<file path="src/hw/rtl/bmsr_pkg.sv">
// ----------------------------------------------------------------------------
// bmsr_pkg
// Shared types and constants for the battery reply frame parser.
// ----------------------------------------------------------------------------
package bmsr_pkg;

  localparam logic [7:0] START_BYTE = 8'hDD;
  localparam logic [7:0] END_BYTE   = 8'h77;
  localparam logic [7:0] CMD_READ   = 8'hA5;
  localparam logic [7:0] CMD_BASIC  = 8'h03;

  localparam int BASIC_BYTES = 23;
  localparam int WORD_FIELDS = 9;
  localparam int BYTE_FIELDS = 5;
  localparam int FIRST_TEMP  = WORD_FIELDS + BYTE_FIELDS;
  // data offset of the sensor count byte
  localparam int SENSOR_OFS  = BASIC_BYTES - 1;

  localparam int IDX_W = 5;
  localparam int NTC_W = 5;

  typedef enum logic [1:0] {
    ST_FIELD = 2'd0,
    ST_CKSUM = 2'd1,
    ST_FRAME = 2'd2
  } status_t;

  typedef enum logic [2:0] {
    PH_HUNT,
    PH_CMD,
    PH_STATUS,
    PH_LEN,
    PH_DATA,
    PH_CKH,
    PH_CKL,
    PH_END
  } phase_t;

  typedef enum logic [2:0] {
    B_IDLE,
    B_RD_HI,
    B_RD_LO,
    B_EMIT,
    B_ERR
  } bstate_t;

  // one frame's outcome, handed from the parser to the result sequencer
  typedef struct packed {
    status_t            status;
    logic [NTC_W-1:0]   ntc;
  } job_t;

  typedef struct packed {
    logic full;
    logic empty;
  } qstat_t;

  function automatic logic is_word_field(input logic [IDX_W-1:0] k);
    is_word_field = (k < IDX_W'(WORD_FIELDS)) || (k >= IDX_W'(FIRST_TEMP));
  endfunction

endpackage

</file>
<file path="src/hw/rtl/bmsr_ram.sv">
// ----------------------------------------------------------------------------
// bmsr_ram
// Generic single-write, single-read RAM with registered read data.
// ----------------------------------------------------------------------------
module bmsr_ram #(
  parameter int WIDTH = 8,
  parameter int DEPTH = 64
) (
  input  logic                     clk,
  input  logic                     wr_en,
  input  logic [$clog2(DEPTH)-1:0] wr_addr,
  input  logic [WIDTH-1:0]         wr_data,
  input  logic                     rd_en,
  input  logic [$clog2(DEPTH)-1:0] rd_addr,
  output logic [WIDTH-1:0]         rd_data
);

  logic [WIDTH-1:0] mem [DEPTH];
  logic [WIDTH-1:0] rd_data_r;

  always_ff @(posedge clk) begin
    if (wr_en) begin
      mem[wr_addr] <= wr_data;
    end
    if (rd_en) begin
      rd_data_r <= mem[rd_addr];
    end
  end

  assign rd_data = rd_data_r;

endmodule

</file>
<file path="src/hw/rtl/bmsr_front.sv">
// ----------------------------------------------------------------------------
// bmsr_front
// Byte parser: frame hunting, checksum, data buffering and frame verdict.
// ----------------------------------------------------------------------------
module bmsr_front #(
  parameter int BUF_BYTES = 64,
  parameter int MAX_NTC   = 8
) (
  input  logic                          clk,
  input  logic                          rst_n,
  input  logic                          in_valid,
  output logic                          in_stall,
  input  logic [7:0]                    in_rx_byte,
  input  bmsr_pkg::qstat_t              qstat,
  input  logic                          back_busy,
  output logic                          push,
  output bmsr_pkg::job_t                job,
  output logic                          wr_en,
  output logic [$clog2(BUF_BYTES)-1:0]  wr_addr,
  output logic [7:0]                    wr_data
);
  import bmsr_pkg::*;

  localparam int AW = $clog2(BUF_BYTES);

  phase_t           phase_r, phase_nxt;
  logic [7:0]       len_r, len_nxt;
  logic [7:0]       cnt_r, cnt_nxt;
  logic [15:0]      sum_r, sum_nxt;
  logic [7:0]       ckh_r, ckh_nxt;
  logic [7:0]       ckl_r, ckl_nxt;
  logic [7:0]       sc_r, sc_nxt;
  logic             accept;
  logic [7:0]       cnt_inc;
  logic [15:0]      expect_sum;
  logic [NTC_W-1:0] ntc;
  logic [8:0]       need;

  // data bytes wait while the sequencer still reads the buffer; the end byte waits on a full queue
  assign in_stall = ((phase_r == PH_DATA) && (!qstat.empty || back_busy)) ||
                    ((phase_r == PH_END) && qstat.full);
  assign accept   = in_valid && !in_stall;
  assign cnt_inc  = cnt_r + 8'd1;

  always_comb begin
    phase_nxt = phase_r;
    if (accept) begin
      unique case (phase_r)
        PH_HUNT:   if (in_rx_byte == START_BYTE) phase_nxt = PH_CMD;
        PH_CMD:    phase_nxt = (in_rx_byte == CMD_READ || in_rx_byte == CMD_BASIC) ?
                               PH_STATUS : PH_HUNT;
        PH_STATUS: phase_nxt = PH_LEN;
        PH_LEN:    phase_nxt = (in_rx_byte == 8'd0) ? PH_CKH : PH_DATA;
        PH_DATA:   if (cnt_inc == len_r) phase_nxt = PH_CKH;
        PH_CKH:    phase_nxt = PH_CKL;
        PH_CKL:    phase_nxt = PH_END;
        PH_END:    phase_nxt = PH_HUNT;
        default:   phase_nxt = PH_HUNT;
      endcase
    end
  end

  // frame verdict terms
  assign expect_sum = 16'd0 - sum_r;
  assign ntc  = (sc_r > 8'(MAX_NTC)) ? NTC_W'(MAX_NTC) : sc_r[NTC_W-1:0];
  assign need = 9'(BASIC_BYTES) + {3'b000, ntc, 1'b0};

  always_comb begin
    len_nxt    = len_r;
    cnt_nxt    = cnt_r;
    sum_nxt    = sum_r;
    ckh_nxt    = ckh_r;
    ckl_nxt    = ckl_r;
    sc_nxt     = sc_r;
    wr_en      = 1'b0;
    wr_addr    = cnt_r[AW-1:0];
    wr_data    = in_rx_byte;
    push       = 1'b0;
    job.status = ST_FIELD;
    job.ntc    = ntc;
    if (in_rx_byte != END_BYTE) begin
      job.status = ST_FRAME;
    end else if (expect_sum != {ckh_r, ckl_r}) begin
      job.status = ST_CKSUM;
    end else if ({1'b0, len_r} > 9'(BUF_BYTES) || len_r < 8'(BASIC_BYTES)) begin
      job.status = ST_FRAME;
    end else if (need > {1'b0, len_r}) begin
      job.status = ST_FRAME;
    end
    if (accept) begin
      unique case (phase_r)
        PH_STATUS: sum_nxt = {8'd0, in_rx_byte};
        PH_LEN: begin
          sum_nxt = sum_r + {8'd0, in_rx_byte};
          len_nxt = in_rx_byte;
          cnt_nxt = 8'd0;
        end
        PH_DATA: begin
          sum_nxt = sum_r + {8'd0, in_rx_byte};
          wr_en   = ({1'b0, cnt_r} < 9'(BUF_BYTES));
          if (cnt_r == 8'(SENSOR_OFS)) sc_nxt = in_rx_byte;
          cnt_nxt = cnt_inc;
        end
        PH_CKH:  ckh_nxt = in_rx_byte;
        PH_CKL:  ckl_nxt = in_rx_byte;
        PH_END:  push = 1'b1;
        default: ;
      endcase
    end
  end

  always_ff @(posedge clk) begin
    if (!rst_n) begin
      phase_r <= PH_HUNT;
      len_r   <= 8'd0;
      cnt_r   <= 8'd0;
      sum_r   <= 16'd0;
      ckh_r   <= 8'd0;
      ckl_r   <= 8'd0;
      sc_r    <= 8'd0;
    end else begin
      phase_r <= phase_nxt;
      len_r   <= len_nxt;
      cnt_r   <= cnt_nxt;
      sum_r   <= sum_nxt;
      ckh_r   <= ckh_nxt;
      ckl_r   <= ckl_nxt;
      sc_r    <= sc_nxt;
    end
  end

endmodule

</file>
<file path="src/hw/rtl/bmsr_job_fifo.sv">
// ----------------------------------------------------------------------------
// bmsr_job_fifo
// Two-entry queue of frame verdicts between parser and sequencer.
// ----------------------------------------------------------------------------
module bmsr_job_fifo (
  input  logic             clk,
  input  logic             rst_n,
  input  logic             push,
  input  bmsr_pkg::job_t   push_job,
  input  logic             pop,
  output bmsr_pkg::job_t   head_job,
  output bmsr_pkg::qstat_t qstat
);
  import bmsr_pkg::*;

  job_t       entry_r [2];
  logic       wp_r, wp_nxt;
  logic       rp_r, rp_nxt;
  logic [1:0] cnt_r, cnt_nxt;

  assign head_job    = entry_r[rp_r];
  assign qstat.full  = (cnt_r == 2'd2);
  assign qstat.empty = (cnt_r == 2'd0);

  always_comb begin
    wp_nxt  = push ? ~wp_r : wp_r;
    rp_nxt  = pop ? ~rp_r : rp_r;
    cnt_nxt = cnt_r + {1'b0, push} - {1'b0, pop};
  end

  always_ff @(posedge clk) begin
    if (push) begin
      entry_r[wp_r] <= push_job;
    end
  end

  always_ff @(posedge clk) begin
    if (!rst_n) begin
      wp_r  <= 1'b0;
      rp_r  <= 1'b0;
      cnt_r <= 2'd0;
    end else begin
      wp_r  <= wp_nxt;
      rp_r  <= rp_nxt;
      cnt_r <= cnt_nxt;
    end
  end

endmodule

</file>
<file path="src/hw/rtl/bmsr_back.sv">
// ----------------------------------------------------------------------------
// bmsr_back
// Result sequencer: reads buffered data bytes and emits the field run.
// ----------------------------------------------------------------------------
module bmsr_back #(
  parameter int BUF_BYTES = 64
) (
  input  logic                               clk,
  input  logic                               rst_n,
  input  bmsr_pkg::qstat_t                   qstat,
  input  bmsr_pkg::job_t                     head_job,
  output logic                               pop,
  output logic                               busy,
  output logic                               rd_en,
  output logic [$clog2(BUF_BYTES)-1:0]       rd_addr,
  input  logic [7:0]                         rd_data,
  output logic                               out_valid,
  input  logic                               out_stall,
  output logic [1:0]                         out_status,
  output logic [bmsr_pkg::IDX_W-1:0]         out_field_index,
  output logic [15:0]                        out_value,
  output logic                               out_last
);
  import bmsr_pkg::*;

  localparam int AW = $clog2(BUF_BYTES);

  bstate_t          st_r, st_nxt;
  logic [IDX_W-1:0] k_r, k_nxt;
  logic [NTC_W-1:0] ntc_r, ntc_nxt;
  status_t          err_r, err_nxt;
  logic [7:0]       hi_r, hi_nxt;
  logic             ov_r, ov_nxt;
  logic [1:0]       os_r, os_nxt;
  logic [IDX_W-1:0] oi_r, oi_nxt;
  logic [15:0]      oval_r, oval_nxt;
  logic             ol_r, ol_nxt;
  logic             slot_free;
  logic             k_last;
  logic [IDX_W-1:0] k_inc;
  logic [7:0]       hi_addr;
  logic [7:0]       lo_addr;

  assign slot_free = !ov_r || !out_stall;
  assign k_last    = (k_r == IDX_W'(FIRST_TEMP - 1) + ntc_r);
  assign k_inc     = k_r + IDX_W'(1);
  assign busy      = (st_r != B_IDLE);

  // word fields sit at 2k, byte fields at k+9, temperatures at 2k-5
  always_comb begin
    if (k_r < IDX_W'(WORD_FIELDS)) begin
      hi_addr = {2'b00, k_r, 1'b0};
    end else begin
      hi_addr = {2'b00, k_r, 1'b0} - 8'(2 * FIRST_TEMP - BASIC_BYTES);
    end
    if (is_word_field(k_r)) begin
      lo_addr = hi_addr + 8'd1;
    end else begin
      lo_addr = {3'b000, k_r} + 8'(2 * WORD_FIELDS - WORD_FIELDS);
    end
  end

  // next state
  always_comb begin
    st_nxt = st_r;
    unique case (st_r)
      B_IDLE: begin
        if (!qstat.empty) begin
          st_nxt = (head_job.status == ST_FIELD) ? B_RD_HI : B_ERR;
        end
      end
      B_RD_HI: st_nxt = B_RD_LO;
      B_RD_LO: st_nxt = B_EMIT;
      B_EMIT: begin
        if (slot_free) begin
          if (k_last) begin
            st_nxt = B_IDLE;
          end else begin
            st_nxt = is_word_field(k_inc) ? B_RD_HI : B_RD_LO;
          end
        end
      end
      B_ERR:   if (slot_free) st_nxt = B_IDLE;
      default: st_nxt = B_IDLE;
    endcase
  end

  // datapath and outputs
  always_comb begin
    pop      = 1'b0;
    rd_en    = 1'b0;
    rd_addr  = hi_addr[AW-1:0];
    k_nxt    = k_r;
    ntc_nxt  = ntc_r;
    err_nxt  = err_r;
    hi_nxt   = hi_r;
    ov_nxt   = out_stall ? ov_r : 1'b0;
    os_nxt   = os_r;
    oi_nxt   = oi_r;
    oval_nxt = oval_r;
    ol_nxt   = ol_r;
    unique case (st_r)
      B_IDLE: begin
        if (!qstat.empty) begin
          pop     = 1'b1;
          k_nxt   = '0;
          ntc_nxt = head_job.ntc;
          err_nxt = head_job.status;
        end
      end
      B_RD_HI: begin
        rd_en   = 1'b1;
        rd_addr = hi_addr[AW-1:0];
      end
      B_RD_LO: begin
        rd_en   = 1'b1;
        rd_addr = lo_addr[AW-1:0];
        hi_nxt  = is_word_field(k_r) ? rd_data : 8'd0;
      end
      B_EMIT: begin
        if (slot_free) begin
          ov_nxt   = 1'b1;
          os_nxt   = ST_FIELD;
          oi_nxt   = k_r;
          oval_nxt = {hi_r, rd_data};
          ol_nxt   = k_last;
          k_nxt    = k_inc;
        end
      end
      B_ERR: begin
        if (slot_free) begin
          ov_nxt   = 1'b1;
          os_nxt   = err_r;
          oi_nxt   = '0;
          oval_nxt = 16'd0;
          ol_nxt   = 1'b1;
        end
      end
      default: ;
    endcase
  end

  always_ff @(posedge clk) begin
    k_r    <= k_nxt;
    ntc_r  <= ntc_nxt;
    err_r  <= err_nxt;
    hi_r   <= hi_nxt;
    os_r   <= os_nxt;
    oi_r   <= oi_nxt;
    oval_r <= oval_nxt;
    ol_r   <= ol_nxt;
  end

  always_ff @(posedge clk) begin
    if (!rst_n) begin
      st_r <= B_IDLE;
      ov_r <= 1'b0;
    end else begin
      st_r <= st_nxt;
      ov_r <= ov_nxt;
    end
  end

  assign out_valid       = ov_r;
  assign out_status      = os_r;
  assign out_field_index = oi_r;
  assign out_value       = oval_r;
  assign out_last        = ol_r;

endmodule

</file>
<file path="src/hw/rtl/bms_reply_frame_parser.sv">
// ----------------------------------------------------------------------------
// bms_reply_frame_parser
// Parses battery-management reply frames from a serial byte stream and
// emits the basic-info fields and temperature words of each good frame.
// ----------------------------------------------------------------------------
//  channel | direction | handshake          | payload
//  --------+-----------+--------------------+----------------------------------
//  in_     | in        | in_valid/in_stall  | in_rx_byte
//  out_    | out       | out_valid/out_stall| out_status, out_field_index,
//          |           |                    | out_value, out_last
//
//  The parser takes one byte per cycle; data bytes of a new frame wait while
//  the previous frame's results are still being read from the buffer.
//  A good frame gives 14 + ntc results, a word field taking two buffer reads
//  and a byte field one, on the single registered read port of the data buffer.
//  An error frame gives one result. The end byte waits when both queue slots
//  are full. Synchronous active-low reset returns to hunting; buffer contents
//  are not cleared.
// ----------------------------------------------------------------------------
module bms_reply_frame_parser #(
  parameter int BUF_BYTES = 64,
  parameter int MAX_NTC   = 8
) (
  input  logic                        clk,
  input  logic                        rst_n,
  input  logic                        in_valid,
  output logic                        in_stall,
  input  logic [7:0]                  in_rx_byte,
  output logic                        out_valid,
  input  logic                        out_stall,
  output logic [1:0]                  out_status,
  output logic [bmsr_pkg::IDX_W-1:0]  out_field_index,
  output logic [15:0]                 out_value,
  output logic                        out_last
);
  import bmsr_pkg::*;

  localparam int AW = $clog2(BUF_BYTES);

  qstat_t          qstat;
  job_t            push_job;
  job_t            head_job;
  logic            push;
  logic            pop;
  logic            back_busy;
  logic            wr_en;
  logic [AW-1:0]   wr_addr;
  logic [7:0]      wr_data;
  logic            rd_en;
  logic [AW-1:0]   rd_addr;
  logic [7:0]      rd_data;

  bmsr_front #(
    .BUF_BYTES (BUF_BYTES),
    .MAX_NTC   (MAX_NTC)
  ) u_front (
    .clk        (clk),
    .rst_n      (rst_n),
    .in_valid   (in_valid),
    .in_stall   (in_stall),
    .in_rx_byte (in_rx_byte),
    .qstat      (qstat),
    .back_busy  (back_busy),
    .push       (push),
    .job        (push_job),
    .wr_en      (wr_en),
    .wr_addr    (wr_addr),
    .wr_data    (wr_data)
  );

  bmsr_job_fifo u_fifo (
    .clk      (clk),
    .rst_n    (rst_n),
    .push     (push),
    .push_job (push_job),
    .pop      (pop),
    .head_job (head_job),
    .qstat    (qstat)
  );

  bmsr_ram #(
    .WIDTH (8),
    .DEPTH (BUF_BYTES)
  ) u_buf (
    .clk     (clk),
    .wr_en   (wr_en),
    .wr_addr (wr_addr),
    .wr_data (wr_data),
    .rd_en   (rd_en),
    .rd_addr (rd_addr),
    .rd_data (rd_data)
  );

  bmsr_back #(
    .BUF_BYTES (BUF_BYTES)
  ) u_back (
    .clk             (clk),
    .rst_n           (rst_n),
    .qstat           (qstat),
    .head_job        (head_job),
    .pop             (pop),
    .busy            (back_busy),
    .rd_en           (rd_en),
    .rd_addr         (rd_addr),
    .rd_data         (rd_data),
    .out_valid       (out_valid),
    .out_stall       (out_stall),
    .out_status      (out_status),
    .out_field_index (out_field_index),
    .out_value       (out_value),
    .out_last        (out_last)
  );

  a_no_overflow: assert property (@(posedge clk) disable iff (!rst_n)
    push |-> !qstat.full || pop)
    else $error("verdict queue overflow");

  a_no_underflow: assert property (@(posedge clk) disable iff (!rst_n)
    pop |-> !qstat.empty)
    else $error("verdict queue underflow");

  a_buf_owned: assert property (@(posedge clk) disable iff (!rst_n)
    wr_en |-> !back_busy && qstat.empty)
    else $error("buffer written while results pending");

  a_err_shape: assert property (@(posedge clk) disable iff (!rst_n)
    out_valid && out_status != ST_FIELD |->
      out_last && out_field_index == '0 && out_value == 16'd0)
    else $error("error result malformed");

endmodule
</file>
<file path="config.mk">
export PLATFORM = sky130hd
export DESIGN_NAME = bms_reply_frame_parser
export DESIGN_NICKNAME = d
export VERILOG_FILES = /design/src/hw/rtl/bmsr_pkg.sv /design/src/hw/rtl/bmsr_ram.sv /design/src/hw/rtl/bmsr_front.sv /design/src/hw/rtl/bmsr_job_fifo.sv /design/src/hw/rtl/bmsr_back.sv /design/src/hw/rtl/bms_reply_frame_parser.sv
export SDC_FILE = /design/constraint.sdc
export NUM_CORES = 1
export LEC_CHECK = 0
export ABC_AREA = 1
export BUFFER_PORTS_ARGS = -buffer_cell sky130_fd_sc_hd__clkbuf_2
export CORE_UTILIZATION = 43
export CTS_BUF_LIST = sky130_fd_sc_hd__clkbuf_8
export DETAILED_ROUTE_END_ITERATION = 8
export SLEW_MARGIN = 40
export SYNTH_ARGS = -nofsm -noshare
export SYNTH_HDL_FRONTEND = slang
export SYNTH_SLANG_ARGS = --single-unit
</file>
<file path="constraint.sdc">
create_clock -name clk -period 3.47 [get_ports clk]
set_input_delay 0.1735 -clock clk [delete_from_list [all_inputs] [get_ports clk]]
set_output_delay 0.1735 -clock clk [all_outputs]
set_load 0.02 [all_outputs]
</file>
* Word level (Yosys, flattened, before mapping)
Memories as Yosys holds them, arrays and structs flattened. A register that Yosys moved wholly into a read port is not among the register bits.
Index checks and enable logic that the tools add are counted.
** Cells by class
- Add/subtract/negate cells :: 11
- Multiply operators :: 0
- Div/mod/pow operators :: 0
- $lt $le $gt $ge :: 9
- Equality and inequality tests :: 25
- Shifts and indexed selects :: 0
- Muxes and demuxes :: 53
- Bitwise logic cells :: 3
- Reductions and logical operators :: 38
** Operator list (number)
- case mux 16 bit (2 select lines) :: 2
- two-way mux 16 bit :: 2
- two-way mux 5 bit :: 5
- case mux 3 bit (8 select lines) :: 1
- two-way mux 3 bit :: 7
- case mux 5 bit (2 select lines) :: 2
- two-way mux 1 bit :: 19
- two-way mux 6 bit :: 3
- adder 16 x 8 -> 16 bit :: 1
- == test 8 bit (second input constant) :: 2
- two-way mux 2 bit :: 8
- inequality test 16 bit :: 1
- case mux 8 bit (2 select lines) :: 1
- subtractor 1 x 16 -> 16 bit (first input constant) :: 1
- == test 3 bit (second input constant) :: 5
- case mux 3 bit (5 select lines) :: 1
- AND reduction 3 bit :: 5
- == test 3 x 2 -> 1 bit (second input constant) :: 4
- AND reduction 2 bit :: 6
- greater-or-equal comparator 5 x 4 -> 1 bit (second input constant) :: 2
- < comparator 5 x 4 -> 1 bit (second input constant) :: 2
- > comparator 9 x 8 -> 1 bit :: 1
- adder 8 x 1 -> 8 bit (second input constant) :: 1
- == test 8 x 2 -> 1 bit (second input constant) :: 1
- other kinds (32) :: 56
** Storage, ports and cells
- Flip-flop bits (word level) :: 111
- Bits in latches :: 0
- Bits in writable memories :: 526
- ROM bits :: 0
- Input port bits :: 12
- Output and inout bits :: 26
- Word-level logic and storage cells :: 161
- Memories kept :: 2
** Memories
- u_buf.mem :: words 64, width 8, rd ports 1, clocked after memory_dff 1, wr ports 1, RTL line bmsr_ram.sv:18 : logic [WIDTH-1:0] mem [DEPTH];
- u_fifo.entry_r :: words 2, width 7, rd ports 1, clocked after memory_dff 1, wr ports 1, RTL line bmsr_job_fifo.sv:16 : job_t entry_r [2];

* Depth between registers and ports, before layout
Gate-level depths: netlist of the first run.
- Depth in word-level cells :: 10
- Depth in mapped cells :: 19
- Depth with buffers taken out :: 18

* Hierarchy
From an unflattened synthesis of the first run, not the netlist that was laid out.
** Unflattened totals
- Cell total of the unflattened synthesis :: 2787
- Area, all modules :: 28932.7 µm²
** By module, submodules not included
- bmsr_ram :: instances 1, cells each 1805, area each 21419.3 µm², sequential area each 15615.0 µm²
- bmsr_front :: instances 1, cells each 659, area each 4294.1 µm², sequential area each 1181.1 µm²
- bmsr_back :: instances 1, cells each 268, area each 2457.4 µm², sequential area each 1401.3 µm²
- bmsr_job_fifo :: instances 1, cells each 55, area each 762.0 µm², sequential area each 520.5 µm²

* Least setup slack after synthesis of the first run
OpenSTA, ideal clock, no wires.
- Path kind :: register to register
- Start :: register u_back.k_r[1]
- End :: register u_buf.rd_data_r[0], in the netlist u_buf.rd_data[0], read port of u_buf.mem (data pin)
- Library setup time :: 0.253 ns
- Arrival time :: 2.290 ns
- Required time :: 3.217 ns
- Setup slack :: 0.927 ns
- Cell stages (with the launch flop) :: 17
- Buffers on the path :: 3
- Period minus slack after synthesis :: 2.543 ns
- Cells stage by stage :: edfxtp_1 -> o21ai_2 -> nand2_2 -> buf_4 -> ha_1 -> nor2_1 -> nand3_1 -> nand2_1 -> nor2_1 -> buf_2 -> buf_4 -> nand2_1 -> nand3_1 -> nand3_1 -> nand3_1 -> nand3_1 -> nand2_1
** On the way
- Word-level cells in the longest chain between the ends :: 5
- Elaborated cells on any way between the ends :: 9
- Classes of those cells :: add/sub (3); order compare (2); mux (3); reduce/logical (1)
** Ends and longest elaborated chain
- start, declared :: RTL line bmsr_back.sv:29 : logic [IDX_W-1:0] k_r, k_nxt;
- start signal, assigned :: RTL line bmsr_back.sv:144 : k_r <= k_nxt;
- subtractor 6 x 3 -> 6 bit or < comparator 5 x 4 -> 1 bit (tied branches) :: RTL line bmsr_back.sv:54, bmsr_pkg.sv:59, bmsr_back.sv:51
- two-way mux 6 bit :: RTL line bmsr_back.sv:51 : if (k_r < IDX_W'(WORD_FIELDS)) begin
- adder 6 x 1 -> 6 bit :: RTL line bmsr_back.sv:57 : lo_addr = hi_addr + 8'd1;
- two-way mux 6 bit :: RTL line bmsr_back.sv:56 : if (is_word_field(k_r)) begin
- two-way mux 6 bit (*) :: RTL line bmsr_back.sv:102 : unique case (st_r)
- end, declared :: RTL line bmsr_ram.sv:19 : logic [WIDTH-1:0] rd_data_r;
Mark *: on every way between the ends. The rest lies on a longest branch, timed or not.
A chain may end at the register's enable or synchronous reset.

* Worst setup path in the final report of the first run
- Start :: register u_back.k_r[1]
- End :: register u_buf.rd_data_r[5], in the netlist u_buf.rd_data[5], read port of u_buf.mem (data pin)
The elaborated chain is that of the path after synthesis.

==> impl_metrics.yaml, run 1 <==
sta:
  hold_ws_ns: 0.0414
  final.min_clock_period_ns: 3.22
  final.setup_skew_ns: 0.0437
  drv_slew: 0
  setup_viol: 0
  rsz0062_at_grt: "true"
  fin_tns_setup_ns: 0
  finalCritPeriodShare_pct: 92.8
  slew_headroom_pct: 41.9
  report.final.hold_viol_count: 0
  tightest_slew_ns: 0.871
  maxClockFrequency_ghz: 0.311
synth:
  synth_cells: 2906
  yosysUniqueCellTypes: 49
  synth-edff-count: 578
  syn_avg_cell_area_um2: 10.1
  synth_warnings: 0
  ys_top_cells_by_area: "edfxtp_1 (59%), nand2_1 (10%), nand3_1 (8.1%)"
  synth_top_area_cell: "edfxtp_1"
  yosysTopAreaCellShare_pct: 59.3
  yosys_most_used_dff: "edfxtp_1"
  ys_ff_latch: 646
  async_flop_share_pct: 0
  synth-seq-area-share_pct: 64.0
  syn_area_um2: 29200
critical_path:
  critPathLaunch: "u_back.k_r[1]"
  r2r_cells: 15
  start_kind: "flop"
  worstPathRequired_ns: 3.93
  r2r-start: "u_back.k_r[1]"
  cp-end-kind: "flop"
  crit_arrival_ns: 3.67
  crit_fanout: 62
  timing.rr.end: "u_buf.rd_data[5]"
  path_class: "flop to flop"
  r2r_setup_slack_ns: 0.25
clocking:
  cts_max_path_buffers: 3
  cts_tree: "done"
  cts_root_buffer: "clkbuf_8"
  numCtsBuffers: 108
  clkLatencyLatePin_ns: 0.72
  postCtsSetupBuffers: 0
  clock-sinks: 646
  clk_pin_slew_ns: 0.07
  htreeDepth: 3
detailed_routing:
  drc: 0
  viasPerCell: 5.34
  wire_per_inst_um: 19.9
  first_pass_iters: 8
  drtIter0Drc: 1974
  route.vias.total: 21400
  wl_um: 79800
  ant_nets: 0
placed_design:
  io_buffers: 37
  hpwl_um: 50100
  gp_congestion: 0.926
  placed_area_um2: 31000
final_layout:
  fin_area_um2: 33200
  final_nets: 3080
  drive_gt1_share_pct: 11.2
  fillerInstances: 6156
  area_delta_synth_final_pct: 13.5
floorplan:
  io_pins: 38
  die_area_um2: 69100
  coreArea_um2: 67300
  die_width_um: 263
  rows: 95
  chipHeight_um: 263
  initial_utilization_pct: 43.5
pwr:
  ir_worst_vdd_uv: 768
  power_density_nw_per_um2: 759
  power.total_uw: 25200
  leakage_uw: 0.0133
hold_path:
  holdPathStages: 2
  min_to: "u_buf.mem[8][2]"
  min-delay-start: "in_rx_byte[2]"
  hold_class: "input port to flop"
global_routing:
  grt_start_max_net_pins: 101
  grt_antenna_before_repair: 1
  track_usage_pct: 23.1
  grt_pass1_vias: 20700
  grt_pass1_wl_um: 123000
  grt.overflow.total: 0
flow_run:
  maxCapViolCount: 0
run_status:
  outcome: "complete, no violations"
==> where the power goes <==
part / leakage (µW) / switching [µW] / internal, µW / total, µW
combinational: 0.00633 / 6920 / 2910 / 9840
clock: 0.00118 / 3120 / 3330 / 6440
sequential: 0.00576 / 101 / 8790 / 8890
total: 0.0133 / 10100 / 15000 / 25200
==> synth_stat cells (all sizes together), types with 29 or more instances <==
| master | number |
|---|---|
| edfxtp | 578 |
| clkbuf | 44 |
| o21ai | 67 |
| a21oi | 80 |
| nand3b | 107 |
| nor2 | 189 |
| buf | 99 |
| nand2 | 797 |
| nand3 | 477 |
| dfxtp | 68 |
| xor2 | 29 |
| inv | 264 |
==> timing repair <==
action,CTS,global route
gates resized for setup,0,6
setup endpoints to repair,0,54
endpoints found under the hold margin,40,0
hold buffers,9,0
==> registers in the layout, summed over array words and instances (netlist names), 8 cells and up, named ones only <==
| signal | count |
|---|---|
| u_back.out_value | 16 |
| u_front.sum_r | 16 |
| u_back.hi_r | 8 |
| u_front.ckl_r | 8 |
| u_buf.rd_data | 8 |
| u_front.sc_r | 8 |
| u_buf.mem | 512 |
| u_front.ckh_r | 8 |
| u_front.cnt_r | 8 |
| u_front.len_r | 8 |
| u_fifo.entry_r | 14 |
==> cells by family after synthesis <==
logic type               after synthesis  synth area share [%]
AO/OA/AOI/OAI                        171                  3.26
XOR/XNOR                              43                  1.33
adder cells (fa/ha/maj)               26                  1.14
buffers and inverters                408                  5.69
flip-flops                           646                  64.0
multiplexers                           1                0.0342
other                                  1                0.0128
AND/OR/NAND/NOR                     1610                  24.5
==> routing by layer <==
metal / routed length [µm] / GRT usage, % / vias up
li1: - / - / 10200
met1: 34300 / 31.4 / 10300
met2: 37300 / 37.2 / 785
met3: 5490 / 3.87 / 152
met4: 2710 / 8.87 / 0
met5: 0 / 0 / -
==> critical path, stage by stage, from the launching register on <==
cell	delay [ns]
edfxtp_1	0.51
ha_1	0.24
nor2_1	0.08
nand2_1	0.07
nand2_1	0.16
nand2_1	0.12
nand3_4	0.12
buf_12	0.32
buf_4	0.39
nand3b_1	0.12
nand3_1	0.11
nand3_1	0.21
nand3_1	0.17
nand3_1	0.10
nand3_1	0.13
nand2_1	0.07
==> worst max-delay path by stage <==
stage / slack [ns] / end
global route: -0.01 / u_buf.mem[6][4]
floorplan: 0.93 / u_buf.rd_data[0]
global placement: 0.34 / u_buf.mem[46][0]
finish: 0.25 / u_buf.rd_data[5]
CTS: 0.22 / u_buf.mem[46][0]
detailed placement: 0.24 / u_buf.mem[46][1]
==> placed cells by master, fill, tap and decap left out, types with 4 or more instances in the layout <==
master / synthesis / layout
clkbuf_8: 0 / 113
bufinv_16: 0 / 4
clkinv_2: 0 / 28
dlygate4sd3_1: 0 / 9
nor4_1: 5 / 4
xor2_1: 29 / 29
nand3_1: 471 / 468
edfxtp_1: 578 / 578
clkbuf_2: 0 / 31
buf_2: 83 / 6
nand3_4: 0 / 4
o21ai_0: 63 / 63
buf_4: 8 / 106
nand2_1: 794 / 793
xnor2_1: 13 / 13
ha_1: 25 / 25
nand3b_1: 107 / 107
buf_12: 0 / 13
nor2_1: 187 / 181
nor3_1: 14 / 13
inv_1: 255 / 283
o31ai_1: 4 / 4
a21oi_1: 78 / 77
nor2_2: 2 / 7
clkinv_1: 1 / 23
nand3_2: 6 / 5
nand4_1: 16 / 16
inv_2: 9 / 9
dfxtp_1: 68 / 68
==> stage by stage <==
| step | utilization, % | setup WS [ns] | instances |
|---|---|---|---|
| after global placement | 46.1 | 0.335 | 3795 |
| after CTS | 49.3 | 0.219 | 4005 |
| after floorplan | - | 0.927 | 2908 |
| after detailed placement | 46.1 | 0.240 | 3796 |
| after global routing | 49.3 | -0.0124 | 4007 |
| final | 49.3 | 0.252 | 4007 |
==> final cells by class <==
type | instances | area [µm²] | area share [%]
clock buffer | 113 | 1560 | 4.69
timing repair buffer | 167 | 1360 | 4.09
tap | 873 | 1090 | 3.29
sequential | 646 | 18700 | 56.4
multi-input combinational | 1854 | 8970 | 27.0
antenna | 2 | 5.00 | 0.0151
inverter | 265 | 995 | 3.00
clock inverter | 87 | 492 | 1.48
No activity file was read; power rests on OpenSTA's default activity.
==> run 2, diff against run 1 <==
--- a/config.mk
+++ b/config.mk
@@ -10,6 +10,7 @@
 export CORE_UTILIZATION = 43
 export CTS_BUF_LIST = sky130_fd_sc_hd__clkbuf_8
 export DETAILED_ROUTE_END_ITERATION = 8
+export REMOVE_ABC_BUFFERS = 1
 export SLEW_MARGIN = 40
 export SYNTH_ARGS = -nofsm -noshare
 export SYNTH_HDL_FRONTEND = slang
==> impl_metrics.yaml, run 2 (synthesis results as in run 1) <==
detailed_routing:
  route.vias.total: 21100
  wire_per_inst_um: 19.8
  viasPerCell: 5.32
  wl_um: 78800
  drc: 0
  drtIter0Drc: 1967
  ant_nets: 0
  first_pass_iters: 6
final_layout:
  final_cell_mix: "nand2_1 (793), edfxtp_1 (578), nand3_1 (468), inv_1 (288), nor2_1 (173)"
  area_delta_synth_final_pct: 13.3
  largest_register_ffs: 512
  layout_commonest_cell: "nand2_1"
  regMostFlops: "u_buf.mem"
  final_nets: 3046
  drive_gt1_share_pct: 10.2
floorplan:
  initial_utilization_pct: 43.5
  rows: 95
  die_area_um2: 69100
  chipHeight_um: 263
  io_pins: 38
  die_width_um: 263
  coreArea_um2: 67300
global_routing:
  grt.overflow.total: 0
  grt_start_max_net_pins: 122
  grt_pass1_vias: 20600
  grt_pass1_wl_um: 122000
  grt_antenna_before_repair: 1
  track_usage_pct: 22.9
critical_path:
  cp_slowest_cell: "nor2_4"
  timing.rr.end: "u_buf.rd_data[4]"
  path_buf_inv: 3
  cp_top_family: "simple AND/OR/NAND/NOR gates"
  slowest_delay_ns: 0.53
  r2r-start: "u_back.k_r[4]"
  start_kind: "flop"
  r2r_cells: 16
  path_class: "flop to flop"
  cp-end-kind: "flop"
  r2r_setup_slack_ns: 0.19
  crit_arrival_ns: 3.89
  cp_cell_sequence: "inv_1 > nand2_2 > inv_2 > nand2_2 > ha_1 > nor2_1 > nand3_1 > nand2_1 > nor2_4 > buf_12 > nand3_1 > nand3_1 > nand3_1 > nand3_1 > nand3_1 > nand2_1"
  worstPathRequired_ns: 4.08
  critPathLaunch: "u_back.k_r[4]"
  crit_fanout: 34
  cpMostUsedCell: "nand3_1"
sta:
  maxClockFrequency_ghz: 0.305
  finalCritPeriodShare_pct: 94.5
  final.setup_skew_ns: 0.0482
  rsz0062_at_grt: "false"
  drv_slew: 0
  setup_viol: 0
  final.min_clock_period_ns: 3.28
  report.final.hold_viol_count: 0
  slew_headroom_pct: 43.1
  tightest_slew_ns: 0.853
  hold_ws_ns: 0.0414
  fin_tns_setup_ns: 0
hold_path:
  holdPathStages: 2
  hold_class: "input port to flop"
  min_to: "u_buf.mem[38][0]"
  min-delay-start: "in_rx_byte[0]"
placed_design:
  hpwl_um: 48300
  io_buffers: 37
  gp_congestion: 0.887
clocking:
  htreeDepth: 3
  cts_max_path_buffers: 3
  postCtsSetupBuffers: 0
  clkLatencyLatePin_ns: 0.73
  clock-sinks: 646
  cts_tree: "done"
  cts_root_buffer: "clkbuf_8"
  clk_pin_slew_ns: 0.06
  numCtsBuffers: 105
flow_run:
  maxCapViolCount: 0
pwr:
  ir_worst_vdd_uv: 533
  power_density_nw_per_um2: 766
  leakage_uw: 0.0132
run_status:
  outcome: "complete, no violations"
-- run 2: what timing repair did --
item	in CTS	in global routing
resized for setup	0	9
hold buffers	10	1
endpoints found under the setup margin	0	106
hold endpoints to repair	63	1
-- run 2: through the flow --
stage	setup WS (ns)	util (%)	cell area [µm²]	instances	power, µW
final	0.190	49.3	33100	3974	25400
after global routing	0.00334	49.3	33100	3973	26800
after CTS	0.157	49.1	33000	3968	25500
after detailed placement	0.152	45.8	30800	3761	18900
after global placement	0.152	45.8	30800	3761	18800
after floorplan	-8.49	-	28600	2765	14600
-- run 2: how the worst max path moves through the flow --
stage | end | cells after the start
global placement | u_buf.rd_data[5] | 16
finish | u_buf.rd_data[4] | 16
floorplan | u_buf.rd_data[0] | 13
global route | u_buf.rd_data[4] | 16
detailed placement | u_buf.mem[33][5] | 14
CTS | u_buf.mem[49][4] | 14
-- run 2: final cells by class --
class,instances,area (µm²)
Fill cell,6126,34100
Sequential cell,646,18700
Multi-Input combinational cell,1854,8990
Clock buffer,107,1470
Timing Repair Buffer,136,1230
Tap cell,873,1090
Inverter,265,997
Clock inverter,90,628
Antenna cell,3,7.51
-- run 2: layer usage --
metal  share of wire [%]  up-vias  wire (µm)  global-route usage (%)
met5                   0        -          0                       0
met4                 3.2        0       2490                    8.06
met3                 5.7      133       4500                    3.46
met2                  47      725      37100                    37.3
met1                  44    10200      34700                    31.3
li1                    -    10100          -                       -
-- run 2: report_power, final --
part	internal (µW)	switching, µW
clock	3490	3110
combinational	2960	6930
sequential	8790	115
==> run 3, diff against run 2 <==
==> constraint.sdc (replaced) <==
create_clock -name clk -period 4 [get_ports clk]
set_input_delay 0.2 -clock clk [delete_from_list [all_inputs] [get_ports clk]]
set_output_delay 0.2 -clock clk [all_outputs]
set_load 0.02 [all_outputs]
==> impl_metrics.yaml, run 3 (synthesis results as in run 1) <==
sta:
  final.min_clock_period_ns: 3.69
  tightest_slew_ns: 0.843
  hold_ws_ns: 0.0445
  maxClockFrequency_ghz: 0.271
  report.final.hold_viol_count: 0
  setup_viol: 0
  fin_tns_setup_ns: 0
  slew_headroom_pct: 43.6
  finalCritPeriodShare_pct: 92.3
  final.setup_skew_ns: 0.0260
  rsz0062_at_grt: "false"
  drv_slew: 0
final_layout:
  multi_input_area_um2: 8970
  regArea_um2: 18700
  layout_commonest_cell: "nand2_1"
  fin_util_pct: 48.8
  regMostFlops: "u_buf.mem"
  final_cell_mix: "nand2_1 (793), edfxtp_1 (578), nand3_1 (468), inv_1 (293), nor2_1 (181)"
  fillerInstances: 6247
  area_delta_synth_final_pct: 12.2
  final_nets: 3025
  fin_area_um2: 32800
  fin_cells: 3953
  largest_register_ffs: 512
  drive_gt1_share_pct: 9.19
critical_path:
  crit_arrival_ns: 4.00
  r2r_setup_slack_ns: 0.31
  slowest_delay_ns: 0.79
  crit_fanout: 8
  start_kind: "flop"
  cp_slowest_cell: "nor2_1"
  cp_cell_sequence: "inv_2 > nand2_1 > nor2_1 > nand3_1 > a21boi_1 > nand2_1 > inv_2 > nand2_1 > nor2_2 > inv_1 > nor2_2 > nand3_2 > nor2_1"
  cpMostUsedCell: "nand2_1"
  path_buf_inv: 3
  path_class: "flop to flop"
  worstPathRequired_ns: 4.31
  cp_top_family: "simple AND/OR/NAND/NOR gates"
  cp-end-kind: "flop"
run_status:
  outcome: "complete, no violations"
detailed_routing:
  met1_length_um: 33500
  highest_layer: "met4"
  wl_um: 79000
  drtIter0Drc: 2065
  drc: 0
  routed-wl-met3_um: 5160
  wl_met2_um: 37500
  ant_nets: 0
  route.vias.total: 21100
  first_pass_iters: 5
  viasPerCell: 5.34
  wire_per_inst_um: 20.0
clocking:
  htreeDepth: 3
  numCtsBuffers: 107
  clkLatencyLatePin_ns: 0.71
  cts_root_buffer: "clkbuf_8"
  cts_tree: "done"
  clock-sinks: 646
  cts_max_path_buffers: 3
  cts_resized: 0
  clk_pin_slew_ns: 0.06
global_routing:
  grt.overflow.total: 0
  track_usage_pct: 23.0
  grt_start_max_net_pins: 177
  grt_antenna_before_repair: 1
  grt_pass1_wl_um: 123000
  grt_pass1_vias: 21200
pwr:
  pwr-share-seq_pct: 35.6
  power_switching_uw: 8630
  leakage_uw: 0.0130
  power_density_nw_per_um2: 661
  ir_worst_vdd_uv: 614
  sw_frac_of_total_pct: 39.8
  p_clk_share_pct: 25.8
  combPwrFrac_pct: 38.6
  p_int_uw: 13100
floorplan:
  die_width_um: 263
  initial_utilization_pct: 43.5
  rows: 95
  io_pins: 38
  die_area_um2: 69100
  chipHeight_um: 263
  coreArea_um2: 67300
hold_path:
  hold_class: "input port to flop"
flow_run:
  maxCapViolCount: 0
placed_design:
  gp_congestion: 0.888
  hpwl_um: 48300
  dpl.cell_count: 3744
  io_buffers: 37
  placed_area_um2: 30700
## run 3: cell types whose count changed in the layout (fill, tap and decap cells not counted), moves of 3 or more
cell,before,now
buf_6,0,3
bufinv_16,8,5
clkinv_2,18,11
inv_1,288,293
clkbuf_8,107,114
nor2_1,173,181
clkinv_8,3,0
clkinv_1,24,31
buf_4,66,52
buf_12,22,14
nor2_2,14,6
dlygate4sd3_1,11,5
## run 3: path summary, 6_finish.rpt
kind / from / to / cells after the start
worst min-delay path: in_rx_byte[2] / u_buf.mem[13][2] / 2
worst max register to register: u_back.st_r[0] / u_buf.mem[33][0] / 13
worst max-delay path: u_back.st_r[0] / u_buf.mem[33][0] / 13
worst min register to register: u_fifo.rp_r / flop / 1
## run 3: repair_timing
action                                 4_1_cts  5_1_grt
setup buffers                                0        0
endpoints found under the hold margin       17        0
hold buffers                                 5        0
## run 3: metrics by stage
| stage | setup slack, ns | total power, µW |
|---|---|---|
| after floorplan | -7.96 | 13100 |
| after global placement | 0.478 | 16100 |
| after detailed placement | 0.399 | 16200 |
| after CTS | 0.360 | 21700 |
| after global routing | 0.0818 | 22900 |
| final | 0.310 | 21700 |
## run 3: layout make-up
cell class	instances	area share (%)
Clock inverter	86	1.45
Clock buffer	114	4.78
Antenna cell	2	0.0152
Timing Repair Buffer	113	3.03
Sequential cell	646	57.0
Tap cell	873	3.33
Multi-Input combinational cell	1854	27.3
Inverter	265	3.03
## run 3: layer usage
| metal | GRT usage (%) | vias up |
|---|---|---|
| met5 | 0 | - |
| met4 | 9.59 | 0 |
| met3 | 3.36 | 137 |
| met2 | 37.7 | 760 |
| met1 | 30.6 | 10200 |
| li1 | - | 10000 |
## run 3: power groups by stage
stage                     clock (µW)  combinational (µW)  sequential, µW
final                           5590                8380            7730
after CTS                       5690                8330            7730
after global routing            5990                9190            7740
after global placement             0                8250            7860
after detailed placement           0                8300            7870
after floorplan                    0                5110            7960
